==> config.mk <==
export PLATFORM = sky130hd
export DESIGN_NAME = rgbw_lamp_palette_controller_flat
export DESIGN_NICKNAME = d
export VERILOG_FILES = /design/src/rtl/rgbwlpc_pkg.sv /design/src/rtl/rgbwlpc_if.sv /design/src/rtl/rgbwlpc_remdiv.sv /design/src/rtl/rgbw_lamp_palette_controller.sv /design/src/flat_wrapper.sv
export SDC_FILE = /design/constraint.sdc
export NUM_CORES = 1
export LEC_CHECK = 0
export BUFFER_PORTS_ARGS = -buffer_cell sky130_fd_sc_hd__buf_2
export CAP_MARGIN = 20
export CORE_AREA = 2 2 233 408
export CTS_CLUSTER_DIAMETER = 200
export DETAILED_ROUTE_END_ITERATION = 6
export DIE_AREA = 0 0 235 410
export PLACE_DENSITY = 0.64
export SLEW_MARGIN = 30
export SYNTH_ARGS = -nofsm -noshare
export SYNTH_HDL_FRONTEND = slang
export SYNTH_HIERARCHICAL = 1
export SYNTH_SLANG_ARGS = --single-unit
==> constraint.sdc <==
create_clock -name clk -period 5.56 [get_ports clk]
set_clock_uncertainty 0.2 [all_clocks]
set_input_delay 1.112 -clock clk [delete_from_list [all_inputs] [get_ports clk]]
set_output_delay 1.112 -clock clk [all_outputs]
set_load 0.005 [all_outputs]
==> src/rtl/rgbwlpc_pkg.sv <==
// ----------------------------------------------------------------------------
// rgbwlpc_pkg
// Types, codes and helpers shared by the RGBW lamp palette controller.
// ----------------------------------------------------------------------------
package rgbwlpc_pkg;

	localparam int PALETTE_DEPTH_DEF = 16;

	localparam int LEN_W     = 5;   // palette length register and index width
	localparam int IDX_W     = 4;   // reported color index width
	localparam int DIV_W     = 16;  // dividend width of the remainder unit
	localparam int DIV_CNT_W = 4;   // iteration counter of the remainder unit
	localparam int CFG_IDX_W = 3;
	localparam int CFG_DAT_W = 32;

	localparam logic [31:0] HB_INTERVAL_RST = 32'd10000;

	// Input modes.
	localparam logic [2:0] MODE_TICK     = 3'd0;
	localparam logic [2:0] MODE_STEP     = 3'd1;
	localparam logic [2:0] MODE_TOGGLE   = 3'd2;
	localparam logic [2:0] MODE_SET_RGBW = 3'd3;
	localparam logic [2:0] MODE_SIGNAL   = 3'd4;
	localparam logic [2:0] MODE_LOAD     = 3'd5;

	// Configuration register indexes.
	localparam logic [CFG_IDX_W-1:0] REG_PALETTE_LENGTH = 3'd0;
	localparam logic [CFG_IDX_W-1:0] REG_LOW_MEANS_ON   = 3'd1;
	localparam logic [CFG_IDX_W-1:0] REG_WHITE_PRESENT  = 3'd2;
	localparam logic [CFG_IDX_W-1:0] REG_STANDBY_EN     = 3'd3;
	localparam logic [CFG_IDX_W-1:0] REG_HB_INTERVAL    = 3'd4;

	typedef struct packed {
		logic [2:0]         mode;
		logic [31:0]        now_ms;
		logic signed [15:0] step_amount;
		logic [15:0]        signal_value;
		logic [3:0]         entry_slot;
		logic [7:0]         red;
		logic [7:0]         green;
		logic [7:0]         blue;
		logic [7:0]         white;
	} in_word_t;

	typedef struct packed {
		logic [15:0]      duty_red;
		logic [15:0]      duty_green;
		logic [15:0]      duty_blue;
		logic [15:0]      duty_white;
		logic             duties_updated;
		logic             lamp_active;
		logic [IDX_W-1:0] color_index;
		logic             heartbeat;
		logic             changed;
	} out_word_t;

	// Polarity, then widening of a channel byte to a 16-bit duty.
	function automatic logic [15:0] widen(input logic [7:0] v, input logic pass);
		logic [7:0] b;
		b = pass ? v : ~v;
		return (b == 8'hFF) ? 16'hFFFF : {b, 8'h00};
	endfunction

endpackage

==> src/rtl/rgbwlpc_if.sv <==
// ----------------------------------------------------------------------------
// rgbwlpc_in_if / rgbwlpc_out_if
// Valid/ready channels carrying command words and result words.
// ----------------------------------------------------------------------------
interface rgbwlpc_in_if;
	import rgbwlpc_pkg::*;
	logic     valid;
	logic     ready;
	in_word_t data;
	modport source(output valid, output data, input ready);
	modport sink(input valid, input data, output ready);
endinterface

interface rgbwlpc_out_if;
	import rgbwlpc_pkg::*;
	logic      valid;
	logic      ready;
	out_word_t data;
	modport source(output valid, output data, input ready);
	modport sink(input valid, input data, output ready);
endinterface

==> src/rtl/rgbwlpc_remdiv.sv <==
// ----------------------------------------------------------------------------
// rgbwlpc_remdiv
// Bit-serial restoring remainder unit: one dividend bit per cycle.
// ----------------------------------------------------------------------------
module rgbwlpc_remdiv (
	input  logic                          clk,
	input  logic                          arst_n,
	input  logic                          start,
	input  logic [rgbwlpc_pkg::DIV_W-1:0] dividend,
	input  logic [rgbwlpc_pkg::LEN_W-1:0] divisor,
	output logic                          done,
	output logic [rgbwlpc_pkg::LEN_W-1:0] remainder
);
	import rgbwlpc_pkg::*;

	logic                 run_q;
	logic                 done_q;
	logic [DIV_CNT_W-1:0] cnt_q;
	logic [DIV_W-1:0]     dvd_q;
	logic [LEN_W-1:0]     div_q;
	logic [LEN_W-1:0]     rem_q;
	logic [LEN_W:0]       trial;

	// The partial remainder stays below the divisor, so one extra bit suffices.
	assign trial = {rem_q, dvd_q[DIV_W-1]};

	always_ff @(posedge clk or negedge arst_n) begin
		if (!arst_n) begin
			run_q  <= 1'b0;
			done_q <= 1'b0;
			cnt_q  <= '0;
		end else if (start) begin
			run_q  <= 1'b1;
			done_q <= 1'b0;
			cnt_q  <= DIV_CNT_W'(DIV_W - 1);
		end else if (run_q) begin
			if (cnt_q == '0) begin
				run_q  <= 1'b0;
				done_q <= 1'b1;
			end
			cnt_q <= cnt_q - 1'b1;
		end else begin
			done_q <= 1'b0;
		end
	end

	always_ff @(posedge clk) begin
		if (start) begin
			dvd_q <= dividend;
			div_q <= divisor;
			rem_q <= '0;
		end else if (run_q) begin
			dvd_q <= {dvd_q[DIV_W-2:0], 1'b0};
			if (trial >= {1'b0, div_q}) begin
				rem_q <= LEN_W'(trial - {1'b0, div_q});
			end else begin
				rem_q <= trial[LEN_W-1:0];
			end
		end
	end

	assign done      = done_q;
	assign remainder = rem_q;

endmodule

==> src/rtl/rgbw_lamp_palette_controller.sv <==
// ----------------------------------------------------------------------------
// rgbw_lamp_palette_controller
// RGBW lamp controller with a palette memory, polarity, duty widening and
// heartbeat / change reporting on ticks.
// ----------------------------------------------------------------------------
//  Channel  | Direction | Handshake     | Word
//  in_ch    | sink      | valid/ready   | command (mode, time, step, colour)
//  out_ch   | source    | valid/ready   | duties and status, one per command
//  cfg_*    | write     | cfg_we        | register index and data
//
//  Tick, set, load and toggle-off commands go from acceptance straight to the
//  done state. Step, signal and toggle-on first run the bit-serial remainder
//  unit, followed by one palette memory read.
//  One command is in work at a time; the next is accepted once the result is
//  handed to the output register, which may still be waiting on out_ch.
//  Reset clears all control state; the palette memory is not cleared.
// ----------------------------------------------------------------------------
module rgbw_lamp_palette_controller #(
	parameter int PALETTE_DEPTH = rgbwlpc_pkg::PALETTE_DEPTH_DEF
) (
	input  logic                              clk,
	input  logic                              arst_n,
	rgbwlpc_in_if.sink                        in_ch,
	rgbwlpc_out_if.source                     out_ch,
	input  logic                              cfg_we,
	input  logic [rgbwlpc_pkg::CFG_IDX_W-1:0] cfg_index,
	input  logic [rgbwlpc_pkg::CFG_DAT_W-1:0] cfg_wdata
);
	import rgbwlpc_pkg::*;

	localparam int AW      = (PALETTE_DEPTH > 1) ? $clog2(PALETTE_DEPTH) : 1;
	localparam int LEN_CAP = (PALETTE_DEPTH < 31) ? PALETTE_DEPTH : 31;

	typedef enum logic [3:0] {
		S_IDLE = 4'b0001,
		S_DIV  = 4'b0010,
		S_RD   = 4'b0100,
		S_DONE = 4'b1000
	} state_t;

	state_t state_q;

	// Configuration registers.
	logic [LEN_W-1:0] plen_q;
	logic             low_on_q;
	logic             white_q;
	logic             standby_q;
	logic [31:0]      hb_interval_q;

	// Lamp state.
	logic [IDX_W-1:0] last_idx_q;
	logic             active_q;
	logic             chg_q;
	logic [31:0]      last_hb_q;
	logic [15:0]      duty_r_q, duty_g_q, duty_b_q, duty_w_q;

	logic [31:0] palette_mem [PALETTE_DEPTH];
	logic [31:0] rdata_q;

	in_word_t         item_q;
	logic             use_mem_q;
	logic             neg_q;
	logic [LEN_W-1:0] idx_q;

	logic      out_valid_q;
	out_word_t out_data_q;

	logic [LEN_W-1:0] eff_len;
	logic             accept;
	logic             done_fire;

	// Remainder unit hookup.
	logic             div_start;
	logic [DIV_W-1:0] div_dividend;
	logic             div_done;
	logic [LEN_W-1:0] div_rem;
	logic             neg_c;
	logic signed [15:0] step_c;
	logic signed [16:0] sum_c;

	// Result computation.
	logic        show_c;
	logic        tick_c;
	logic        beat_c;
	logic [31:0] color_c;
	logic [31:0] elapsed_c;
	logic        nxt_active;
	logic [15:0] nxt_r, nxt_g, nxt_b, nxt_w;
	logic [IDX_W-1:0] nxt_idx;

	always_comb begin
		if (plen_q == '0) begin
			eff_len = LEN_W'(1);
		end else if (int'(plen_q) > PALETTE_DEPTH) begin
			eff_len = LEN_W'(LEN_CAP);
		end else begin
			eff_len = plen_q;
		end
	end

	assign in_ch.ready = (state_q == S_IDLE);
	assign accept      = in_ch.valid && in_ch.ready;
	assign done_fire   = (state_q == S_DONE) && (!out_valid_q || out_ch.ready);

	// Dividend for the commands that select a palette entry. A step is taken
	// by magnitude; a negative sum is folded back after the remainder.
	always_comb begin
		step_c       = (in_ch.data.step_amount == '0) ? 16'sd1 : in_ch.data.step_amount;
		sum_c        = $signed({13'b0, last_idx_q}) + 17'(step_c);
		neg_c        = 1'b0;
		div_start    = 1'b0;
		div_dividend = '0;
		case (in_ch.data.mode)
			MODE_STEP: begin
				div_start    = accept;
				neg_c        = sum_c[16];
				div_dividend = sum_c[16] ? DIV_W'(-sum_c) : sum_c[DIV_W-1:0];
			end
			MODE_SIGNAL: begin
				div_start    = accept;
				div_dividend = in_ch.data.signal_value;
			end
			MODE_TOGGLE: begin
				div_start    = accept && !active_q;
				div_dividend = DIV_W'(last_idx_q);
			end
			default: begin
				div_start = 1'b0;
			end
		endcase
	end

	rgbwlpc_remdiv u_remdiv (
		.clk       (clk),
		.arst_n    (arst_n),
		.start     (div_start),
		.dividend  (div_dividend),
		.divisor   (eff_len),
		.done      (div_done),
		.remainder (div_rem)
	);

	always_ff @(posedge clk or negedge arst_n) begin
		if (!arst_n) begin
			state_q <= S_IDLE;
		end else begin
			unique case (state_q)
				S_IDLE: begin
					if (accept) begin
						state_q <= div_start ? S_DIV : S_DONE;
					end
				end
				S_DIV: begin
					if (div_done) begin
						state_q <= S_RD;
					end
				end
				S_RD: begin
					state_q <= S_DONE;
				end
				S_DONE: begin
					if (done_fire) begin
						state_q <= S_IDLE;
					end
				end
				default: begin
					state_q <= S_IDLE;
				end
			endcase
		end
	end

	always_ff @(posedge clk) begin
		if (accept) begin
			item_q    <= in_ch.data;
			use_mem_q <= div_start;
			neg_q     <= neg_c;
		end
		if (state_q == S_DIV && div_done) begin
			idx_q <= (neg_q && div_rem != '0) ? LEN_W'(eff_len - div_rem) : div_rem;
		end
	end

	// Palette memory: written on load commands, read into a register in the read state ahead of use in the done state.
	always_ff @(posedge clk) begin
		if (done_fire && item_q.mode == MODE_LOAD && int'(item_q.entry_slot) < PALETTE_DEPTH) begin
			palette_mem[AW'(item_q.entry_slot)] <= {item_q.white, item_q.blue,
				item_q.green, item_q.red};
		end
		if (state_q == S_RD) begin
			rdata_q <= palette_mem[AW'(idx_q)];
		end
	end

	always_comb begin
		show_c = 1'b0;
		tick_c = 1'b0;
		case (item_q.mode) inside
			MODE_TICK: begin
				tick_c = 1'b1;
			end
			MODE_STEP, MODE_TOGGLE, MODE_SET_RGBW, MODE_SIGNAL: begin
				show_c = 1'b1;
			end
			default: begin
				show_c = 1'b0;
			end
		endcase

		if (use_mem_q) begin
			color_c = rdata_q;
		end else if (item_q.mode == MODE_SET_RGBW) begin
			color_c = {item_q.white, item_q.blue, item_q.green, item_q.red};
		end else begin
			color_c = '0;
		end

		elapsed_c = item_q.now_ms - last_hb_q;
		beat_c    = tick_c && standby_q && active_q && (elapsed_c > hb_interval_q);

		nxt_active = show_c ? (color_c != '0) : active_q;
		nxt_r = show_c ? widen(color_c[7:0], low_on_q) : duty_r_q;
		nxt_g = show_c ? widen(color_c[15:8], low_on_q) : duty_g_q;
		nxt_b = show_c ? widen(color_c[23:16], low_on_q) : duty_b_q;
		nxt_w = (show_c && white_q) ? widen(color_c[31:24], low_on_q) : duty_w_q;
		nxt_idx = use_mem_q ? idx_q[IDX_W-1:0] : last_idx_q;
	end

	always_ff @(posedge clk or negedge arst_n) begin
		if (!arst_n) begin
			last_idx_q <= '0;
			active_q   <= 1'b0;
			chg_q      <= 1'b1;
			last_hb_q  <= '0;
			duty_r_q   <= '0;
			duty_g_q   <= '0;
			duty_b_q   <= '0;
			duty_w_q   <= '0;
		end else if (done_fire) begin
			last_idx_q <= nxt_idx;
			active_q   <= nxt_active;
			duty_r_q   <= nxt_r;
			duty_g_q   <= nxt_g;
			duty_b_q   <= nxt_b;
			duty_w_q   <= nxt_w;
			if (show_c) begin
				chg_q <= 1'b1;
			end else if (tick_c) begin
				chg_q <= 1'b0;
			end
			if (beat_c) begin
				last_hb_q <= item_q.now_ms;
			end
		end
	end

	always_ff @(posedge clk or negedge arst_n) begin
		if (!arst_n) begin
			plen_q        <= LEN_W'(1);
			low_on_q      <= 1'b1;
			white_q       <= 1'b1;
			standby_q     <= 1'b0;
			hb_interval_q <= HB_INTERVAL_RST;
		end else if (cfg_we) begin
			unique case (cfg_index)
				REG_PALETTE_LENGTH: plen_q        <= cfg_wdata[LEN_W-1:0];
				REG_LOW_MEANS_ON:   low_on_q      <= cfg_wdata[0];
				REG_WHITE_PRESENT:  white_q       <= cfg_wdata[0];
				REG_STANDBY_EN:     standby_q     <= cfg_wdata[0];
				REG_HB_INTERVAL:    hb_interval_q <= cfg_wdata[31:0];
				default: begin
					plen_q <= plen_q;
				end
			endcase
		end
	end

	// Output register; a finished word waits here while the next command runs.
	always_ff @(posedge clk or negedge arst_n) begin
		if (!arst_n) begin
			out_valid_q <= 1'b0;
		end else if (done_fire) begin
			out_valid_q <= 1'b1;
		end else if (out_ch.ready) begin
			out_valid_q <= 1'b0;
		end
	end

	always_ff @(posedge clk) begin
		if (done_fire) begin
			out_data_q.duty_red       <= nxt_r;
			out_data_q.duty_green     <= nxt_g;
			out_data_q.duty_blue      <= nxt_b;
			out_data_q.duty_white     <= nxt_w;
			out_data_q.duties_updated <= show_c;
			out_data_q.lamp_active    <= nxt_active;
			out_data_q.color_index    <= nxt_idx;
			out_data_q.heartbeat      <= beat_c;
			out_data_q.changed        <= tick_c && chg_q;
		end
	end

	assign out_ch.valid = out_valid_q;
	assign out_ch.data  = out_data_q;

endmodule
==> src/flat_wrapper.sv <==
// flat-port wrapper written by rule: the top's interface ports become plain ports
module rgbw_lamp_palette_controller_flat import rgbwlpc_pkg::*;
#(
	parameter int PALETTE_DEPTH = rgbwlpc_pkg::PALETTE_DEPTH_DEF
)
  (clk, arst_n, cfg_we, cfg_index, cfg_wdata, in_ch_valid, in_ch_data, in_ch_ready, out_ch_valid, out_ch_data, out_ch_ready);
  rgbwlpc_in_if in_ch_i ();
  rgbwlpc_out_if out_ch_i ();
  input  logic clk;
  input  logic arst_n;
  input  logic cfg_we;
  input  logic [rgbwlpc_pkg::CFG_IDX_W-1:0] cfg_index;
  input  logic [rgbwlpc_pkg::CFG_DAT_W-1:0] cfg_wdata;
  input wire logic [$bits(in_ch_i.valid)-1:0] in_ch_valid;
  input wire logic [$bits(in_ch_i.data)-1:0] in_ch_data;
  output wire logic [$bits(in_ch_i.ready)-1:0] in_ch_ready;
  output wire logic [$bits(out_ch_i.valid)-1:0] out_ch_valid;
  output wire logic [$bits(out_ch_i.data)-1:0] out_ch_data;
  input wire logic [$bits(out_ch_i.ready)-1:0] out_ch_ready;
  assign in_ch_i.valid = in_ch_valid;
  assign in_ch_i.data = in_ch_data;
  assign in_ch_ready = in_ch_i.ready;
  assign out_ch_valid = out_ch_i.valid;
  assign out_ch_data = out_ch_i.data;
  assign out_ch_i.ready = out_ch_ready;
  rgbw_lamp_palette_controller #(.PALETTE_DEPTH(PALETTE_DEPTH)) u_core (.clk(clk), .arst_n(arst_n), .in_ch(in_ch_i), .out_ch(out_ch_i), .cfg_we(cfg_we), .cfg_index(cfg_index), .cfg_wdata(cfg_wdata));
endmodule
# Word level (Yosys, flattened, before mapping)
# Memory sizes are Yosys's and may differ from the RTL's. A register that Yosys moved wholly into a read port is not among the register bits.
# Index checks and enable logic that the tools add are counted.
[word_totals] ff_bits=328 output_inout_bits=74 memories=1 latchBits=0 mem_bits_rw=512 romBits=0
[op_classes] muxes=48 eq_ne=24 n_bitwise=4 div=0 shifts=0 reduce_logical=34 addsub=6 n_lt_le_gt_ge=3 mul=0
[mem_list] memory="u_core.palette_mem" words=16 width=32 read_ports=1 rd_ports_with_merged_regs=1 wr=1 line="rgbw_lamp_palette_controller.sv:57" source="logic [31:0] palette_mem [PALETTE_DEPTH];"
[ops] op="two-way mux 16 bit" n=12
[ops] op="two-way mux 32 bit" n=2
[ops] op="one-hot mux 16 bit (3 select lines)" n=1
[ops] op="== test 8 bit, second input constant" n=4
[ops] op="> comparator 32 bit" n=1
[ops] op="two-way mux 4 bit" n=8
[ops] op="two-way mux 8 bit" n=4
[ops] op="inverter 8 bit" n=4
[ops] op="nonzero test 32 bit" n=1
[ops] op="subtractor 32 bit" n=1
[ops] op="adder 5 x 16 -> 17 bit" n=1
[ops] op="zero test 16 bit" n=1
[ops] op="two-way mux 1 bit" n=16
[ops] op="negation 16 bit" n=1
[ops] op="one-hot mux 4 bit (4 select lines)" n=1
[ops] op="== test 3 x 2 -> 1 bit, second input constant" n=5
[ops] op="two-way mux 5 bit" n=3
[ops] op="AND reduction 2 bit" n=7
[ops] op="== test 3 bit, second input constant" n=4
[ops] op="logical AND 1 bit" n=11
[ops] op="== test 3 x 1 -> 1 bit, second input constant" n=3
[ops] op=">= comparator 6 x 5 -> 1 bit" n=1
[ops] op="zero test 3 bit" n=2
[ops] op="nonzero test 2 bit" n=3
[ops] op="20 further kinds" n=22

# Longest topological paths before layout
# Gate-level depths: netlist of run 1.
[depth] word_depth=8 depth_mapped=22

# Modules after synthesis
# The synthesis of run 1 kept the hierarchy.
[by_module_without_submodules] module="rgbw_lamp_palette_controller" area_each_um2=35481.5 n_inst=1 seq_area_each_um2=24501.0 cells_per_inst=2171
[by_module_without_submodules] module="rgbwlpc_remdiv" area_each_um2=1512.7 n_inst=1 seq_area_each_um2=880.8 cells_per_inst=111

# Worst setup path after synthesis of run 1
# OpenSTA, ideal clock, no wires.
[synth_path] path_type="input -> register" startpoint="input out_ch_ready" endpoint="memory u_core.palette_mem[0][0] (enable)" cell_stages=6 arrival_ps=4483 setup_ps=461 path_slack_ps=416 required_ps=4899 path_cell_list="nand2b_1 nand2b_1 clkbuf_1 nor3_1 or3b_2 nor3_1"
[synth_between] elab_chain_cells=5
[synth_lines] item="from (decl)" line="flat_wrapper.sv:19" source="input wire logic [$bits(out_ch_i.ready)-1:0] out_ch_ready;"
[synth_lines] item="logical OR 1 bit" line="rgbw_lamp_palette_controller.sv:103" source="assign done_fire = (state_q == S_DONE) && (!out_valid_q || out_ch.ready);"
[synth_lines] item="logical AND 1 bit" line="rgbw_lamp_palette_controller.sv:103"
[synth_lines] item="logical AND 1 bit" line="rgbw_lamp_palette_controller.sv:186" source="if (done_fire && item_q.mode == MODE_LOAD && int'(item_q.entry_slot) < PALETTE_DEPTH) begin"
[synth_lines] item="two-way mux 1 bit" line="rgbw_lamp_palette_controller.sv:186"
[synth_lines] item="two-way mux 1 bit (implied by the code)" line="rgbw_lamp_palette_controller.sv:187" source="palette_mem[AW'(item_q.entry_slot)] <= {item_q.white, item_q.blue,"
[synth_lines] item="to (decl)" line="rgbw_lamp_palette_controller.sv:57"
# Every way passes these cells.

# Worst setup path after layout of run 1
[layout_path] startpoint="register u_core.last_hb_q[0]" endpoint="register u_core.last_hb_q[7]"
[layout_between] elab_chain_cells=4
[layout_lines] item="from (decl)" line="rgbw_lamp_palette_controller.sv:54" source="logic [31:0] last_hb_q;"
[layout_lines] item="from (signal assigned)" line="rgbw_lamp_palette_controller.sv:252" source="last_hb_q <= item_q.now_ms;"
[layout_lines] item="subtractor 32 bit" line="rgbw_lamp_palette_controller.sv:218" source="elapsed_c = item_q.now_ms - last_hb_q;"
[layout_lines] item="> comparator 32 bit" line="rgbw_lamp_palette_controller.sv:219" source="beat_c = tick_c && standby_q && active_q && (elapsed_c > hb_interval_q);"
[layout_lines] item="logical AND 1 bit" line="rgbw_lamp_palette_controller.sv:219"
[layout_lines] item="AND reduction 2 bit (no line)"
# Every way passes these cells.
# A chain may end at the register's enable or synchronous reset.

==> impl_metrics.py, run 1 <==
metrics = {
    "sta": {
        "hold_viol": 0,
        "tns_ns": 0,
        "tightest_slew_ns": 0.977,
        "setup_violations": 0,
        "fmax_mhz": 186,
        "fin_ws_ns": 0.195,
        "maxSlewViolCount": 0,
        "slew_headroom": 0.349,
        "whs_ns": 0.277,
        "period_minus_slack_ns": 5.36,
        "min_period_over_period": 0.965,
    },
    "synthesis": {
        "synth_edf_count": 714,
        "syn-cell-area_mm2": 0.0370,
        "synthDistinctLibCells": 82,
        "yosys.area.top_type": "edfxtp_1",
        "syn_inst": 2282,
        "synth_seq_cells": 872,
        "ys_seq_area_frac": 0.686,
        "yosys.area.top_type_share": 0.580,
        "syn_nets": 2506,
        "yosysWarnings": 6,
        "ys_async_sr_fraction": 0.175,
        "synth_area_per_cell_um2": 16.2,
        "synthTopCellsByArea": "edfxtp_1, mux4_2, dfrtp_1",
        "ys.flop_type": "edfxtp_1",
    },
    "power_and_ir_drop": {
        "power.density_mw_per_mm2": 402,
        "leakagePower_uw": 0.0152,
        "peakVddDrop_v": 0.000192,
    },
    "detailed_routing": {
        "dr.pass1.iters": 5,
        "post_drt_wl_per_cell_um": 23.7,
        "vias": 20800,
        "vias_per_cell": 5.48,
        "wl_mm": 90.0,
        "drc": 0,
        "detail-route-antenna-nets": 0,
        "drt-initial-drc-count": 1640,
    },
    "die": {
        "io_pins": 217,
        "die_y_um": 410,
        "rows": 149,
        "die_area_mm2": 0.0964,
        "fp.dieW_um": 235,
        "start_util": 0.396,
        "core-area_mm2": 0.0934,
    },
    "clock_tree": {
        "cts_resized": 0,
        "cts_num_sinks": 872,
        "cts_setup_buffers": 0,
        "cts-buffers-inserted": 77,
        "root_buffer": "clkbuf_16",
        "cts_tree": "yes",
        "insertion_delay_ns": 0.66,
        "clockBufferDepth": 3,
        "postCtsHoldBufs": 0,
        "cts_htree_levels": 3,
        "cts.clk_slew.worst_paths_ns": 0.06,
    },
    "place": {
        "dpl.hpwl_mm": 58.2,
        "dpl.cell_count": 3651,
        "port_buffers": 216,
        "dp_slack_ns": 0.0720,
        "gp_congestion": 0.938,
    },
    "critical_path": {
        "r2r_slack_ns": 0.20,
        "worstPathArrival_ns": 5.70,
        "worst_r2r_endpoint": "u_core/last_hb_q[7]",
        "cp-start-kind": "register",
        "regToRegStartpoint": "u_core/last_hb_q[0]",
        "path_class": "reg2reg",
        "crit_top_cell": "a21oi_1",
        "worst_setup_path_end_kind": "register",
        "cpPeakStageDelay_ns": 0.58,
        "path_buf_inv": 3,
        "worstPathMaxFanout": 32,
        "r2r_cells": 21,
        "path_cells": "ha_1 > inv_1 > fa_1 > a21o_1 > a21oi_1 > or4_1 > a21oi_1 > o31ai_4 > o2111ai_1 > a21oi_1 > xnor2_1 > ha_1 > nand4_1 > nor4_1 > buf_4 > a31o_2 > nor2_1 > o2111a_1 > a221o_2 > buf_12 > mux2_4",
        "crit_required_ns": 5.89,
        "crit_family": "compound AO/OA/AOI/OAI gates",
        "critPathSlowestCell": "or4_1",
    },
    "hold_path": {
        "worstHoldPathCells": 1,
        "min_to": "u_core/duty_b_q[3]",
        "min_path_type": "reg2reg",
        "hp-start": "u_core/duty_b_q[3]",
    },
    "cells_and_area": {
        "area_growth_pct": 14.2,
        "post_route_cells_drive_above_1_share": 0.256,
        "final_common_cell": "edfxtp_1",
        "final_cell_mix": "edfxtp_1, nand2_1, buf_2",
        "fin_nets": 2747,
        "fin_cells": 3792,
    },
    "grt": {
        "grt_pass1_vias": 21700,
        "grt_pass1_wl_mm": 136,
        "grt_usage": 0.187,
        "grt-ovfl-total": 0,
        "grt_max_degree": 130,
        "antenna_found_initial": 2,
    },
    "status": {
        "status": "completed",
    },
    "run": {
        "drv_cap": 0,
    },
}
[worst max path at each step]
| stage | end | from | slack (ns) | depth (start not counted) |
|---|---|---|---|---|
| after detailed placement | u_core/last_hb_q[7] | u_core/item_q[68] | 0.07 | 22 |
| after floorplan | u_core/palette_mem[0][0] | out_ch_ready | 0.42 | 6 |
| after CTS | u_core/last_hb_q[7] | u_core/item_q[68] | 0.04 | 22 |
| final | u_core/last_hb_q[7] | u_core/last_hb_q[0] | 0.20 | 21 |
| after global routing | u_core/last_hb_q[7] | u_core/last_hb_q[0] | -0.03 | 21 |
| after global placement | u_core/last_hb_q[7] | u_core/item_q[68] | 0.06 | 22 |
[cell type report]
cell class / instances / area (um2)
Antenna cell: 1 / 2.50
Clock buffer: 97 / 2060
Clock inverter: 42 / 359
Fill cell: 8003 / 51200
Inverter: 97 / 368
Multi-Input combinational cell: 1216 / 11000
Sequential cell: 872 / 25400
Tap cell: 1208 / 1510
Timing Repair Buffer: 259 / 1550
[registers in the layout (all words and copies together), names as in the netlist, 16 cells and up]
name and flops:
u_core/duty_w_q 16, u_core/u_remdiv/dvd_q 16, u_core/hb_interval_q 32, u_core/last_hb_q 32, u_core/palette_mem 512, u_core/duty_g_q 16
u_core/rdata_q 32, u_core/out_ch.data 72, u_core/item_q 71, u_core/duty_b_q 16, u_core/duty_r_q 16
[stage by stage]
stage          power, uW  area (um2)  utilization
6_report           17000       42200        0.452
3_5_place_dp       11900       39800        0.426
5_1_grt            17800       42200        0.452
4_1_cts            17200       42200        0.452
3_3_place_gp       11800       39700        0.425
2_1_floorplan      10800       37000            -
[cell usage after synthesis, types with 9 or more instances]
library cell,instances
mux2_2,43
nor4_1,24
a22oi_1,36
clkbuf_1,64
xor2_1,22
ha_1,77
nand2_1,236
dfrtp_1,143
inv_1,97
a21o_1,64
o211ai_1,9
nand4_1,15
dfstp_2,10
o21ai_0,104
mux2_4,30
nand2b_1,15
edfxtp_1,714
a21oi_1,50
nor3_1,25
o21a_1,10
nor2b_1,12
nand3_1,31
nor2_1,65
buf_2,9
buf_1,19
mux4_2,160
xnor2_1,67
[worst reg2reg max path, stage by stage, from the launching register on]
cell and delay, ns:
dfrtp_1 0.38, ha_1 0.22, inv_1 0.07, fa_1 0.21, a21o_1 0.13, a21oi_1 0.10
or4_1 0.58, a21oi_1 0.53, o31ai_4 0.19, o2111ai_1 0.25, a21oi_1 0.12, xnor2_1 0.14
ha_1 0.29, nand4_1 0.11, nor4_1 0.29, buf_4 0.17, a31o_2 0.16, nor2_1 0.06
o2111a_1 0.14, a221o_2 0.33, buf_12 0.20, mux2_4 0.38
[kinds of logic after synthesis]
| logic type | count (synthesis) | synth area share |
|---|---|---|
| fa+ha+maj | 81 | 0.0282 |
| compound gates | 346 | 0.0625 |
| mux | 237 | 0.124 |
| xor+xnor | 89 | 0.0211 |
| flops | 872 | 0.686 |
| simple gates | 463 | 0.0575 |
| buf+inv | 194 | 0.0209 |
[per-layer routing]
layer / track usage / vias to the layer above / wire [um]
met5: 0 / - / 13
li1: - / 9271 / -
met1: 0.219 / 10700 / 34100
met2: 0.344 / 631 / 48800
met4: 0.0638 / 2 / 2740
met3: 0.0292 / 139 / 4350
[power by group]
part,internal [uW],switching [uW],total (uW),leakage (uW)
combinational,1290,1830,3120,0.00557
clock,2800,2400,5200,0.00118
sequential,8060,599,8660,0.00847
total,12200,4830,17000,0.0152
Power figures use the tool's default switching activity.
==> run 2, diff against run 1 <==
Settings changed: ABC_AREA set to 1, CORE_AREA 2 2 233 408 to 2 2 238 416, DIE_AREA 0 0 235 410 to 0 0 240 418, PLACE_DENSITY 0.64 to not set, PLACE_DENSITY_LB_ADDON set to 0.2.
==> run 2 against run 1 <==
  * Cell area grew 4.0%
  * Synthesized cell count grew 48%
  * Highest routed layer unchanged
  * Sequential share of layout area shrank 2.3 points
  * Synthesized area grew 4.0%
  * Worst setup slack gained 0.42 ns
  * First-iteration DRC count grew 4.6%
  * Routed wire length grew 21%
  * Non-clock buffer count grew 14
  * Clock power grew 6.9%
  * Combinational power grew 2%
  * Total power grew 1.1%
  * Sequential power shrank 2.5%
==> impl_metrics.py, run 2 <==
metrics = {
    "synthesis": {
        "ys_seq_area_frac": 0.660,
        "synthTopCellsByArea": "edfxtp_1, dfrtp_1, nand2_1",
        "syn_nets": 3606,
        "ys_async_sr_fraction": 0.175,
        "ys.flop_type": "edfxtp_1",
        "syn-cell-area_mm2": 0.0385,
        "syn_inst": 3382,
        "yosysMostFrequentCell": "edfxtp_1",
        "yosys.area.top_type_share": 0.557,
        "synth_edf_count": 714,
        "synth_commonest_cells": "edfxtp_1, nand2_1, inv_1",
        "yosysWarnings": 6,
        "synth_seq_cells": 872,
        "synth_area_per_cell_um2": 11.4,
        "synthDistinctLibCells": 57,
        "yosys.area.top_type": "edfxtp_1",
    },
    "sta": {
        "period_minus_slack_ns": 4.94,
        "rsz0062_at_grt": "no",
        "maxSlewViolCount": 0,
        "whs_ns": 0.239,
        "hold_viol": 0,
        "tns_ns": 0,
        "slew_headroom": 0.409,
        "tightest_slew_ns": 0.887,
        "fmax_mhz": 202,
        "min_period_over_period": 0.889,
        "setup_violations": 0,
    },
    "die": {
        "core-area_mm2": 0.0967,
        "rows": 151,
        "io_pins": 217,
        "start_util": 0.398,
        "fp.dieW_um": 240,
        "die_area_mm2": 0.100,
        "die_y_um": 418,
    },
    "critical_path": {
        "worstPathMaxFanout": 32,
        "worstPathArrival_ns": 5.35,
        "worst_setup_path_end_kind": "register",
        "crit_required_ns": 5.97,
        "cp-start-kind": "register",
        "path_class": "reg2reg",
    },
    "cells_and_area": {
        "area_growth_pct": 14.2,
        "fin_cells": 4955,
        "post_route_cells_drive_above_1_share": 0.124,
        "fin_nets": 3814,
        "final_cell_mix": "edfxtp_1, nand2_1, inv_1",
        "regMostFlops": "u_core/palette_mem",
        "final_common_cell": "edfxtp_1",
        "post-route-cell-area_mm2": 0.0440,
        "largest_register_ff_count": 512,
        "antenna_cells": 0,
    },
    "place": {
        "dpl.hpwl_mm": 70.2,
        "port_buffers": 216,
        "gp_congestion": 0.933,
        "dpl.cell_count": 4804,
        "place_area_mm2": 0.0413,
    },
    "grt": {
        "antenna_found_initial": 2,
        "grt_usage": 0.216,
        "grt_pass1_wl_mm": 161,
        "grt_max_degree": 143,
        "grt_pass1_vias": 25700,
        "grt-ovfl-total": 0,
    },
    "clock_tree": {
        "cts_htree_levels": 3,
        "cts_resized": 0,
        "postCtsHoldBufs": 0,
        "clockBufferDepth": 3,
        "cts_num_sinks": 872,
        "cts_tree": "yes",
        "cts_setup_buffers": 0,
        "cts-buffers-inserted": 82,
        "insertion_delay_ns": 0.67,
        "cts.clk_slew.worst_paths_ns": 0.07,
        "root_buffer": "clkbuf_16",
    },
    "power_and_ir_drop": {
        "p_total_uw": 17200,
        "power.density_mw_per_mm2": 391,
        "peakVddDrop_v": 0.000221,
        "leakagePower_uw": 0.0177,
    },
    "detailed_routing": {
        "vias_per_cell": 5.16,
        "dr.pass1.iters": 5,
        "post_drt_wl_per_cell_um": 21.9,
        "detail-route-antenna-nets": 0,
        "drc": 0,
        "vias": 25600,
        "drt-initial-drc-count": 1715,
        "wl_mm": 109,
    },
    "run": {
        "drv_cap": 0,
    },
    "status": {
        "status": "completed",
    },
    "hold_path": {
        "min_path_type": "in2async",
    },
}
[run 2: cell types whose count changed after synthesis, moves of 124 or more]
cell | before | now
a21oi_1 | 50 | 219
mux4_2 | 160 | 0
mux2i_1 | 4 | 128
inv_1 | 97 | 345
o21ai_0 | 104 | 266
nand3_1 | 31 | 177
nand2_1 | 236 | 680
[run 2: logic make-up (layout without fill, tap and decap cells)]
kind of cell / after synthesis / count (layout) / share of synthesized area
multiplexers: 128 / 128 / 0.0333
AND/OR/NAND/NOR: 1062 / 1062 / 0.116
XOR/XNOR: 63 / 63 / 0.0143
AO/OA/AOI/OAI: 674 / 674 / 0.0996
buffers and inverters: 502 / 775 / 0.0503
adder cells (fa/ha/maj): 81 / 81 / 0.0271
flip-flops: 872 / 872 / 0.660
[run 2: area by class of cell]
type	instances	area, um2
clock buffers	111	2250
inverters	353	1340
fillers	9032	52800
flip-flops and latches	872	25400
well taps	1300	1630
clock inverters	38	337
repair buffers	273	1710
multi-input cells	2008	11300
[run 2: per-stage QoR]
step / setup slack, ns / utilization
floorplan: 0.591 / -
global placement: 0.685 / 0.427
detailed placement: 0.677 / 0.427
CTS: 0.635 / 0.454
global route: 0.238 / 0.454
finish: 0.619 / 0.454
[run 2: path summary, 6_finish.rpt]
kind | from | to | slack (ns) | cells after the start
max | u_core/item_q[70] | u_core/last_hb_q[19] | 0.62 | 20
min | arst_n | u_core/hb_interval_q[1] | 0.24 | 1
max reg2reg | u_core/item_q[70] | u_core/last_hb_q[19] | 0.62 | 20
min reg2reg | u_core/chg_q | u_core/chg_q | 0.28 | 2
max in group asynchronous | arst_n | u_core/duty_w_q[7] | 3.93 | 2
min in group clk | u_core/chg_q | u_core/chg_q | 0.28 | 2
[run 2: power breakdown]
part	switching (uW)	leakage [uW]	internal [uW]
logic	2170	0.00800	1010
clock network	2500	0.00127	3050
registers	449	0.00845	7990
[run 2: critical path: stages, from the launching register on]
cell      delay (ns)
edfxtp_1        0.40
ha_1            0.37
nand3_1         0.10
nand2_1         0.11
a21oi_1         0.13
o21ai_1         0.53
a21boi_0        0.32
o21ai_1         0.42
nand3_1         0.20
nand3_1         0.11
nand2_1         0.08
ha_1            0.29
nand2_1         0.08
nor2_1          0.13
nand4_1         0.12
nor4_1          0.37
nand2_1         0.15
a21boi_2        0.14
buf_4           0.38
nand3_1         0.16
nand2_1         0.10
[run 2: metal layers]
metal	track usage	part of all wire
met4	0.0839	0.037
met3	0.0315	0.046
met1	0.245	0.38
met5	0	0.00021
met2	0.403	0.54
